## src/rtl/kstq_pkg.sv

```systemverilog
package kstq_pkg;

   localparam int QUEUE_DEPTH_DEF = 32;
   localparam int MAX_PROCS_DEF   = 32;

   localparam int ACTION_W = 3;
   localparam int ID_W     = 5;
   localparam int KEY_W    = 16;
   localparam int STATUS_W = 2;
   localparam int COUNT_W  = 6;
   localparam int SUM_W    = 10;

   localparam logic [ACTION_W-1:0] ACT_ENQ    = 3'd0;
   localparam logic [ACTION_W-1:0] ACT_DEQ    = 3'd1;
   localparam logic [ACTION_W-1:0] ACT_EXISTS = 3'd2;
   localparam logic [ACTION_W-1:0] ACT_SORT   = 3'd3;
   localparam logic [ACTION_W-1:0] ACT_SETKEY = 3'd4;
   localparam logic [ACTION_W-1:0] ACT_CLEAR  = 3'd5;

   localparam logic [STATUS_W-1:0] STAT_OK    = 2'd0;
   localparam logic [STATUS_W-1:0] STAT_FULL  = 2'd1;
   localparam logic [STATUS_W-1:0] STAT_EMPTY = 2'd2;

   typedef enum logic [3:0] {
      ST_IDLE,
      ST_DEQ_RD,
      ST_EX_RD,
      ST_EX_CMP,
      ST_SRT_RD,
      ST_SRT_KEY,
      ST_SRT_CMP,
      ST_SRT_WB
   } state_type;

endpackage

```

## src/rtl/kstq_slot_mem.sv

```systemverilog
module kstq_slot_mem #(
   parameter int Depth = 32
) (
   input  logic                      clock,
   input  logic                      wr_en,
   input  logic [$clog2(Depth)-1:0]  wr_addr,
   input  logic [kstq_pkg::ID_W-1:0] wr_data,
   input  logic [$clog2(Depth)-1:0]  rd_addr,
   output logic [kstq_pkg::ID_W-1:0] rd_data
);
   import kstq_pkg::*;

   logic [ID_W-1:0] mem [Depth];
   logic [ID_W-1:0] rd_data_ff;

   always_ff @(posedge clock) begin
      if (wr_en) begin
         mem[wr_addr] <= wr_data;
      end
      rd_data_ff <= mem[rd_addr];
   end

   assign rd_data = rd_data_ff;

endmodule

```

## src/rtl/kstq_key_mem.sv

```systemverilog
module kstq_key_mem #(
   parameter int MaxProcs = 32
) (
   input  logic                       clock,
   input  logic                       reset,
   input  logic                       wr_en,
   input  logic [kstq_pkg::ID_W-1:0]  wr_id,
   input  logic [kstq_pkg::KEY_W-1:0] wr_key,
   input  logic [kstq_pkg::ID_W-1:0]  rd_id,
   output logic [kstq_pkg::KEY_W-1:0] rd_key
);
   import kstq_pkg::*;

   localparam int KAW = $clog2(MaxProcs);

   logic [KEY_W-1:0] mem [MaxProcs];
   logic [MaxProcs-1:0] valid_ff;
   logic [KEY_W-1:0] key_q_ff;
   logic hit_ff;
   logic wr_ok, rd_ok;
   logic [KAW-1:0] wr_addr, rd_addr;

   // ids beyond the table never write and read as key zero
   assign wr_ok   = wr_en && (int'(wr_id) < MaxProcs);
   assign rd_ok   = int'(rd_id) < MaxProcs;
   assign wr_addr = KAW'(wr_id);
   assign rd_addr = KAW'(rd_id);

   always_ff @(posedge clock) begin
      if (reset) begin
         valid_ff <= '0;
      end else if (wr_ok) begin
         valid_ff[wr_addr] <= 1'b1;
      end
   end

   always_ff @(posedge clock) begin
      if (wr_ok) begin
         mem[wr_addr] <= wr_key;
      end
      key_q_ff <= mem[rd_addr];
      hit_ff   <= rd_ok && valid_ff[rd_addr];
   end

   assign rd_key = hit_ff ? key_q_ff : '0;

endmodule

```

## src/rtl/key_sorted_ready_queue.sv

```systemverilog
// channel   ports                                   beat
// request   start, busy, req_action/process_id/key  start high while busy low
// response  rsp_valid, rsp_status/head_id/...       rsp_valid high for one cycle
//
// enqueue, set key, clear and unused actions respond straight from idle
// dequeue reads the head slot, then responds; exists query reads and compares each entry
// sort: bubble passes, each chaining the slot memory read and key memory read
//   per bubble step (slot read, then key read, then compare), plus a write-back
//   at the end of each pass
// reset is synchronous; the key table reads zero after reset, no clearing pass
// busy is high from an accepted multi-step beat until the response; the receiver cannot stall
module key_sorted_ready_queue #(
   parameter int QueueDepth = kstq_pkg::QUEUE_DEPTH_DEF,
   parameter int MaxProcs   = kstq_pkg::MAX_PROCS_DEF
) (
   input  logic                          clock,
   input  logic                          reset,
   input  logic                          start,
   output logic                          busy,
   input  logic [kstq_pkg::ACTION_W-1:0] req_action,
   input  logic [kstq_pkg::ID_W-1:0]     req_process_id,
   input  logic [kstq_pkg::KEY_W-1:0]    req_key_value,
   output logic                          rsp_valid,
   output logic [kstq_pkg::STATUS_W-1:0] rsp_status,
   output logic [kstq_pkg::ID_W-1:0]     rsp_head_id,
   output logic                          rsp_found,
   output logic [kstq_pkg::COUNT_W-1:0]  rsp_entry_count,
   output logic [kstq_pkg::SUM_W-1:0]    rsp_id_sum
);
   import kstq_pkg::*;

   localparam int AW = $clog2(QueueDepth);
   localparam int FW = $clog2(QueueDepth + 1);

   state_type state_ff, state_in;

   logic [AW-1:0]    head_ff, head_in;
   logic [FW-1:0]    fill_ff, fill_in;
   logic [SUM_W-1:0] sum_ff, sum_in;
   logic [FW-1:0]    k_ff, k_in;
   logic [FW-1:0]    pass_ff, pass_in;
   logic [ID_W-1:0]  pid_ff, pid_in;
   logic             found_ff, found_in;
   logic [ID_W-1:0]  carry_id_ff, carry_id_in;
   logic [KEY_W-1:0] carry_key_ff, carry_key_in;
   logic [ID_W-1:0]  new_id_ff, new_id_in;

   logic                rsp_valid_ff, rsp_valid_in;
   logic [STATUS_W-1:0] rsp_status_ff, rsp_status_in;
   logic [ID_W-1:0]     rsp_head_ff, rsp_head_in;
   logic                rsp_found_ff, rsp_found_in;
   logic [COUNT_W-1:0]  rsp_count_ff, rsp_count_in;
   logic [SUM_W-1:0]    rsp_sum_ff, rsp_sum_in;

   logic            slot_wr_en;
   logic [AW-1:0]   slot_wr_addr, slot_rd_addr;
   logic [ID_W-1:0] slot_wr_data, slot_rd_data;
   logic            key_wr_en;
   logic [ID_W-1:0] key_rd_id;
   logic [KEY_W-1:0] key_rd_data;

   logic accept, full, empty, goes_after, finish;

   function automatic logic [AW-1:0] phys(input logic [AW-1:0] head, input logic [FW-1:0] k);
      logic [AW:0] s;
      s = {1'b0, head} + (AW+1)'(k);
      if (s >= (AW+1)'(QueueDepth)) begin
         s = s - (AW+1)'(QueueDepth);
      end
      return s[AW-1:0];
   endfunction

   assign accept = start && (state_ff == ST_IDLE);
   assign full   = fill_ff == FW'(QueueDepth);
   assign empty  = fill_ff == '0;
   assign goes_after = (carry_key_ff > key_rd_data) ||
                       ((carry_key_ff == key_rd_data) && (carry_id_ff > new_id_ff));

   kstq_slot_mem #(.Depth(QueueDepth)) u_slot_mem (
      .clock   (clock),
      .wr_en   (slot_wr_en),
      .wr_addr (slot_wr_addr),
      .wr_data (slot_wr_data),
      .rd_addr (slot_rd_addr),
      .rd_data (slot_rd_data)
   );

   kstq_key_mem #(.MaxProcs(MaxProcs)) u_key_mem (
      .clock  (clock),
      .reset  (reset),
      .wr_en  (key_wr_en),
      .wr_id  (req_process_id),
      .wr_key (req_key_value),
      .rd_id  (key_rd_id),
      .rd_key (key_rd_data)
   );

   // next state
   always_comb begin
      state_in = state_ff;
      case (state_ff)
         ST_IDLE: begin
            if (accept) begin
               case (req_action)
                  ACT_DEQ:    state_in = empty ? ST_IDLE : ST_DEQ_RD;
                  ACT_EXISTS: state_in = empty ? ST_IDLE : ST_EX_RD;
                  ACT_SORT:   state_in = (fill_ff > FW'(1)) ? ST_SRT_RD : ST_IDLE;
                  default:    state_in = ST_IDLE;
               endcase
            end
         end
         ST_DEQ_RD: state_in = ST_IDLE;
         ST_EX_RD:  state_in = ST_EX_CMP;
         ST_EX_CMP: state_in = (k_ff + FW'(1) == fill_ff) ? ST_IDLE : ST_EX_RD;
         ST_SRT_RD:  state_in = ST_SRT_KEY;
         ST_SRT_KEY: state_in = ST_SRT_CMP;
         ST_SRT_CMP: state_in = (k_ff + FW'(1) == fill_ff) ? ST_SRT_WB : ST_SRT_RD;
         ST_SRT_WB:  state_in = (pass_ff + FW'(1) == fill_ff) ? ST_IDLE : ST_SRT_RD;
         default:    state_in = ST_IDLE;
      endcase
   end

   // datapath and outputs
   always_comb begin
      head_in      = head_ff;
      fill_in      = fill_ff;
      sum_in       = sum_ff;
      k_in         = k_ff;
      pass_in      = pass_ff;
      pid_in       = pid_ff;
      found_in     = found_ff;
      carry_id_in  = carry_id_ff;
      carry_key_in = carry_key_ff;
      new_id_in    = new_id_ff;
      slot_wr_en   = 1'b0;
      slot_wr_addr = phys(head_ff, fill_ff);
      slot_wr_data = req_process_id;
      slot_rd_addr = phys(head_ff, k_ff);
      key_wr_en    = 1'b0;
      key_rd_id    = slot_rd_data;
      finish       = 1'b0;
      rsp_status_in = STAT_OK;
      rsp_head_in   = '0;
      rsp_found_in  = 1'b0;
      case (state_ff)
         ST_IDLE: begin
            slot_rd_addr = head_ff;
            if (accept) begin
               k_in     = '0;
               pass_in  = '0;
               pid_in   = req_process_id;
               found_in = 1'b0;
               case (req_action)
                  ACT_ENQ: begin
                     finish = 1'b1;
                     if (full) begin
                        rsp_status_in = STAT_FULL;
                     end else begin
                        slot_wr_en = 1'b1;
                        fill_in    = fill_ff + FW'(1);
                        sum_in     = sum_ff + SUM_W'(req_process_id);
                     end
                  end
                  ACT_DEQ: begin
                     if (empty) begin
                        finish        = 1'b1;
                        rsp_status_in = STAT_EMPTY;
                     end
                  end
                  ACT_EXISTS: finish = empty;
                  ACT_SORT:   finish = !(fill_ff > FW'(1));
                  ACT_SETKEY: begin
                     key_wr_en = 1'b1;
                     finish    = 1'b1;
                  end
                  ACT_CLEAR: begin
                     fill_in = '0;
                     sum_in  = '0;
                     head_in = '0;
                     finish  = 1'b1;
                  end
                  default: finish = 1'b1;
               endcase
            end
         end
         ST_DEQ_RD: begin
            rsp_head_in = slot_rd_data;
            head_in     = phys(head_ff, FW'(1));
            fill_in     = fill_ff - FW'(1);
            sum_in      = sum_ff - SUM_W'(slot_rd_data);
            finish      = 1'b1;
         end
         ST_EX_CMP: begin
            found_in = found_ff || (slot_rd_data == pid_ff);
            k_in     = k_ff + FW'(1);
            if (k_ff + FW'(1) == fill_ff) begin
               finish       = 1'b1;
               rsp_found_in = found_in;
            end
         end
         ST_SRT_KEY: begin
            new_id_in = slot_rd_data;
         end
         ST_SRT_CMP: begin
            // bubble step: the larger of carry and new entry moves on
            k_in         = k_ff + FW'(1);
            slot_wr_addr = phys(head_ff, k_ff - FW'(1));
            if (k_ff == '0) begin
               carry_id_in  = new_id_ff;
               carry_key_in = key_rd_data;
            end else begin
               slot_wr_en = 1'b1;
               if (goes_after) begin
                  slot_wr_data = new_id_ff;
               end else begin
                  slot_wr_data = carry_id_ff;
                  carry_id_in  = new_id_ff;
                  carry_key_in = key_rd_data;
               end
            end
         end
         ST_SRT_WB: begin
            slot_wr_en   = 1'b1;
            slot_wr_addr = phys(head_ff, fill_ff - FW'(1));
            slot_wr_data = carry_id_ff;
            k_in         = '0;
            pass_in      = pass_ff + FW'(1);
            finish       = (pass_ff + FW'(1) == fill_ff);
         end
         default: begin
         end
      endcase
      rsp_valid_in = finish;
      rsp_count_in = COUNT_W'(fill_in);
      rsp_sum_in   = sum_in;
   end

   always_ff @(posedge clock) begin
      if (reset) begin
         state_ff     <= ST_IDLE;
         head_ff      <= '0;
         fill_ff      <= '0;
         sum_ff       <= '0;
         rsp_valid_ff <= 1'b0;
      end else begin
         state_ff     <= state_in;
         head_ff      <= head_in;
         fill_ff      <= fill_in;
         sum_ff       <= sum_in;
         rsp_valid_ff <= rsp_valid_in;
      end
   end

   always_ff @(posedge clock) begin
      k_ff          <= k_in;
      pass_ff       <= pass_in;
      pid_ff        <= pid_in;
      found_ff      <= found_in;
      carry_id_ff   <= carry_id_in;
      carry_key_ff  <= carry_key_in;
      new_id_ff     <= new_id_in;
      rsp_status_ff <= rsp_status_in;
      rsp_head_ff   <= rsp_head_in;
      rsp_found_ff  <= rsp_found_in;
      rsp_count_ff  <= rsp_count_in;
      rsp_sum_ff    <= rsp_sum_in;
   end

   assign busy            = state_ff != ST_IDLE;
   assign rsp_valid       = rsp_valid_ff;
   assign rsp_status      = rsp_status_ff;
   assign rsp_head_id     = rsp_head_ff;
   assign rsp_found       = rsp_found_ff;
   assign rsp_entry_count = rsp_count_ff;
   assign rsp_id_sum      = rsp_sum_ff;

endmodule
```

## config.mk

```make
export PLATFORM = sky130hd
export DESIGN_NAME = key_sorted_ready_queue
export DESIGN_NICKNAME = d
export VERILOG_FILES = /design/src/rtl/kstq_pkg.sv /design/src/rtl/kstq_slot_mem.sv /design/src/rtl/kstq_key_mem.sv /design/src/rtl/key_sorted_ready_queue.sv
export SDC_FILE = /design/constraint.sdc
export NUM_CORES = 1
export LEC_CHECK = 0
export ABC_AREA = 1
export BUFFER_PORTS_ARGS = -buffer_cell sky130_fd_sc_hd__buf_2
export CORE_ASPECT_RATIO = 0.7
export CORE_UTILIZATION = 35
export DETAILED_ROUTE_END_ITERATION = 8
export PLACE_DENSITY = 0.58
export SLEW_MARGIN = 20
export SYNTH_ARGS = -nofsm -noshare
export SYNTH_HDL_FRONTEND = slang
export SYNTH_SLANG_ARGS = --single-unit
```

## constraint.sdc

```tcl
create_clock -name clock -period 8.6 [get_ports clock]
set_input_delay 1.72 -clock clock [delete_from_list [all_inputs] [get_ports clock]]
set_output_delay 1.72 -clock clock [all_outputs]
set_load 0.01 [all_outputs]
```

# Word-level counts from Yosys, hierarchy flattened
# Memories as Yosys holds them, arrays and structs flattened. A register that Yosys moved wholly into a read port is not among the register bits.
# Cells that the tools add are included.
# Widths: inputs -> output; s select.
# classes
order_cmp,11
n_eq_ne,20
n_reduce_logical,23
bitwise,1
mux,64
addsub,17
# ops
cell,count
$mux 5,12
$mux 16,3
$pmux 10 s2,2
$pmux 6 s2,3
$or 32x32->32,1
$ge 6x6->1 const B,5
$pmux 5 s2,3
$pmux 4 s7,1
$sub 5x1->5 const B,5
$add 5x6->6,4
$mux 10,2
$mux 1,19
$add 6x1->6 const B,3
$mux 6,3
$pmux 6 s3,1
$eq 16x16->1,1
$eq 4x3->1 const B,4
$gt 16x16->1,1
$eq 6x6->1,2
$logic_not 6->1,2
$lt 5x6->1 const B,2
$reduce_and 2->1,6
$sub 6x1->6 const B,2
$add 10x5->10,1
34 further kinds,48
# totals
output_inout_bits,26
inputBits,27
register_bits,127
n_memories,2
elab_cells,157
ram_bits,672
# memory_table
memory,depth,word_bits,rd,rd_clocked_by_memory_dff,write_ports,line,text
u_key_mem.mem,32,16,1,1,1,kstq_key_mem.sv:16,logic [KEY_W-1:0] mem [MaxProcs];
u_slot_mem.mem,32,5,1,1,1,kstq_slot_mem.sv:13,logic [ID_W-1:0] mem [Depth];

# Depth between registers and ports, before layout
# depth
depth_word,7
ltp_mapped,19
mapped_depth_nobuf,17

# Hierarchy
# Synthesis repeated with hierarchy kept, for this count alone.
# hier_totals
hier_cells,3409
area_unflattened_um2,35469.0
# modules_own_cells
mod,area_per_inst_um2,cells_per_inst,n_inst,seq_area_each_um2
kstq_key_mem,22509.1,2022,1,16355.7
kstq_slot_mem,6796.5,595,1,4904.7
key_sorted_ready_queue,6163.4,792,1,2302.2

# Least setup slack after synthesis
# OpenSTA, ideal clock, no wires.
# synth_path
kind,input port to flip-flop
from,in req_action[2] in the netlist's numbering
to,mem u_key_mem.mem[4][0] (enable)
setup_slack_ns,5.034
setup_ns,0.390
path_buffers,0
t_arrival_ns,3.176
stages,6
cell_sequence,inv_1 nor4_2 nand2_1 nor2_1 inv_1 nor2_1
# synth_between
elab_chain_len,6
# synth_lines
element,line,text
from (decl),key_sorted_ready_queue.sv:20,"input logic [kstq_pkg::ACTION_W-1:0] req_action,"
$eq 3x3->1,key_sorted_ready_queue.sv:153,case (req_action)
$mux 1,key_sorted_ready_queue.sv:153,
$mux 1,key_sorted_ready_queue.sv:148,if (accept) begin
$mux 1,key_sorted_ready_queue.sv:145,case (state_ff)
$mux 1,kstq_key_mem.sv:38,if (wr_ok) begin
$mux 1 (not written as such),kstq_key_mem.sv:39,mem[wr_addr] <= wr_key;
to (decl),kstq_key_mem.sv:16,
# No other way between the ends.

# Worst setup path in the final report
# layout_path
from,reg state_ff[1]
to,mem u_key_mem.mem[14][5] (enable)
# layout_between
elab_chain_len,6
# layout_lines
element,line,text
from (decl),key_sorted_ready_queue.sv:35,"state_type state_ff, state_in;"
from (signal assigned),key_sorted_ready_queue.sv:246,state_ff <= state_in;
$logic_not 4->1 *,"key_sorted_ready_queue.sv:73, key_sorted_ready_queue.sv:145",
$logic_and 1x1->1,key_sorted_ready_queue.sv:73,assign accept = start && (state_ff == ST_IDLE);
$mux 1,key_sorted_ready_queue.sv:148,
$mux 1 *,key_sorted_ready_queue.sv:145,
$mux 1 *,kstq_key_mem.sv:38,
$mux 1 (not written as such) *,kstq_key_mem.sv:39,
# Every way passes the cells marked *; elsewhere a longest branch is shown, timed or not.

==> summary.txt <==
Clock network
  • CTS Sinks: 819
  • CTS tree: built
  • Clock Pin Slew Worst Setup and Hold Paths: 0.07 ns
  • Depth of the CTS H-tree: 3
  • Post-CTS Setup Bufs: 0
  • Max Buffers Root-to-Sink: 3
  • Hold_buf cts: 0
  • Root Buffer Master: clkbuf_16
  • Post-CTS sizing: 0
  • Cts bufs inserted: 84
  • Clock latency on the worst-skew pair: 0.65 ns

Routing
  • Vias per cell: 5.194
  • Drt first pass iters: 5
  • DRC Markers: 0
  • Via count: 23975
  • Routed WL: 97830 um
  • DRT antenna net count: 0
  • Initial detailed-routing violation count: 3033
  • DR WL/cell: 21.19 um

Power and ir drop
  • Cell Pwr Density: 227.1 nW/um^2
  • Worst IR Drop VDD: 0.1382 mV
  • Leakage power: 14.47 nW

Setup path
  • CP most frequent cell: nand2_1
  • CP endpoint kind: flip-flop
  • Worst path max stage delay: 0.79 ns
  • Critical R2R Launch: state_ff[1]
  • Critical path class: flip-flop to flip-flop
  • Crit-path cells: inv_1, nand2_1, nor2_2, nand2_1, nor4_2, nand2_1, nor2_1, inv_1, nor2_2
  • Critical path data required time: 8.85 ns
  • Path depth of the worst reg2reg path: 9
  • Slowest-stage cell, CP: nor2_2
  • Setup crit start kind: flip-flop
  • CP arrival: 4.60 ns
  • CP Max Fanout: 17
  • Reg2reg end: u_key_mem.mem[14][5]
  • R2r setup slk: 4.26 ns

Yosys
  • Largest family of logic cells by synthesized area: simple AND/OR/NAND/NOR gates
  • Ranking of synthesized cells by area: edfxtp_1, dfxtp_1, nor2_1, nand2_1, o21ai_0
  • Synth Area per Inst: 10.85 sq um
  • Xor and xnor area share after synthesis: 0.6008%
  • Post-Synthesis Net Count: 3309
  • Synth Cell Area: 34990 sq um
  • Synth Flop Type: edfxtp_1
  • Synthesized instance count: 3224
  • Simple-Gate Fraction of Synth Area: 14.89%
  • Register area share after synthesis: 67.35%
  • Synth Area in Compound Gates: 9.591%
  • Post-synth cell types: 43
  • Synth area leader: edfxtp_1
  • Adder-Cell Fraction of Synth Area: 2.181%
  • Mux share of post-synthesis cell area: 0%
  • Post-synth EDFFs: 716
  • Yosys warns: 0
  • Post-synth top area share: 61.45%
  • Register bit total from synthesis: 819
  • Post-synth ARST share: 0%

STA
  • Setup TNS: 0 ns
  • Worst clock skew: 0.03878 ns
  • Max Freq: 230.4 MHz
  • RSZ-0062 raised after global routing: no
  • Slew @ Worst Pin: 1.093 ns
  • Slew HR: 26.39%
  • Minimum clock period: 4.341 ns
  • Final Hold Viols: 0
  • Final worst path period share: 50.48%
  • Final hold slack: 0.4579 ns
  • Max-slew violation total from the final report: 0
  • Setup-failing EPs final: 0

Min path
  • Hold_sp: new_id_ff[4]
  • HP Class: flip-flop to flip-flop
  • Hold Crit Depth: 0
  • Hold Crit Endpoint: carry_id_ff[4]

Floorplanning
  • IO Pins: 53
  • DIE AREA: 101300 sq um
  • Die height: 266.5 um
  • Starting density of the core: 35.52%
  • DIE WIDTH: 379.9 um
  • Core area: 98490 sq um
  • Row Count: 96

Job
  • MaxCap Viol Count: 0

Global route
  • GR Overflow Total: 0
  • GRT Total Usage: 19.08%
  • First-pass GRT wire length: 145800 um
  • Initial antenna violation count: 2
  • Largest net degree at the start of global routing: 179
  • Vias in the first global route: 22393

Run status
  • Outcome: complete, no violations

Cells and area
  • Area grow syn2layout: 12.67%
  • Register area: 23570 sq um
  • Layout cells sized above 1: 7.926%
  • Most common cell after layout, fill and taps aside: edfxtp_1
  • Final cell area excluding filler cells: 39420 sq um
  • Filler Cells Inserted: 9423
  • Final #Nets: 3306
  • Post-Layout Cell Count: 4616
  • Multi-input logic area: 9642 sq um
  • ANT cells: 0
  • Commonest cells after routing, fill and taps aside: edfxtp_1, nor2_1, nand2_1

Placed design
  • Port Buffers: 52
  • GPL Wtd Cong: 0.8865
  • Post-placement cell area: 36540 sq um
  • Dpl cells: 4458
  • Post-DP HPWL: 59890 um
-- cell families (layout without fill, tap and decap cells) --
kind of cell,after synthesis,count (layout)
adders and majority gates,58,58
DFF,819,819
buffers and inverters,487,556
and+or+nand+nor,1268,1268
AOI/OAI and AO/OA,568,568
xor gates and xnor gates,24,24
-- Yosys cell counts, types with 17 or more instances --
master    count
a21oi_1      70
a31oi_1      17
buf_2        40
clkbuf_1    120
dfxtp_1     103
edfxtp_1    716
ha_1         53
inv_1       317
nand2_1     440
nand3_1     244
nand4_1      24
nor2_1      527
o21ai_0     326
o221ai_1    105
o22ai_1      28
xor2_1       18
-- layer usage --
layer  track usage [%]  share of wire, %  up-vias
li1                  -                 -    11231
met1             30.23                49    11662
met2             26.46                41      955
met3             3.571               8.5      127
met4             4.381               2.0        0
met5                 0                 0        -
-- power breakdown --
part           total [W]  switching (W)  internal, W
Sequential       0.00439      0.0000327      0.00436
Clock            0.00382        0.00155      0.00226
Combinational   0.000745       0.000563     0.000182
Total            0.00895        0.00215      0.00680
-- sequential cells by signal, summed over array words and instances (netlist names), 3 cells and up --
signal              cells
k_ff                    6
new_id_ff               5
carry_id_ff             5
u_key_mem.valid_ff     32
u_slot_mem.rd_data      5
head_ff                 5
fill_ff                 6
carry_key_ff           16
u_key_mem.mem         512
state_ff                3
pass_ff                 6
pid_ff                  5
rsp_entry_count         6
rsp_id_sum             10
rsp_head_id             5
u_key_mem.key_q_ff     16
u_slot_mem.mem        160
sum_ff                 10
-- final cells by class --
type,instances,area share [%]
Sequential cell,819,59.80
Multi-Input combinational cell,1918,24.46
Clock buffer,121,6.135
Tap cell,1323,4.199
Inverter,322,3.091
Clock inverter,37,1.165
Timing Repair Buffer,76,1.149
-- critical path: cells and delay by family, from the launching register on --
family | cells | cell delay [ns]
simple gates | 7 | 3.32
flops | 1 | 0.38
buf+inv | 2 | 0.22
-- stage by stage --
stage | setup slack [ns] | total power [W] | util, %
5_1_grt | 3.861 | 0.009233 | 40.02
2_1_floorplan | 5.034 | 0.004890 | -
3_3_place_gp | 3.970 | 0.005206 | 37.10
6_report | 4.259 | 0.008952 | 40.02
3_5_place_dp | 3.907 | 0.005208 | 37.10
4_1_cts | 4.202 | 0.009005 | 40.02
-- worst max-delay path by stage --
stage	startpoint	to	slack, ns	cells after the start
after floorplan	req_action[2]	u_key_mem.mem[4][0]	5.03	6
after global placement	start	u_key_mem.mem[4][9]	3.97	7
after detailed placement	start	u_key_mem.mem[4][4]	3.91	7
after CTS	state_ff[2]	u_key_mem.mem[7][5]	4.20	9
after global routing	state_ff[1]	u_key_mem.mem[22][11]	3.86	9
final	state_ff[1]	u_key_mem.mem[14][5]	4.26	9
Power figures use the tool's default switching activity.
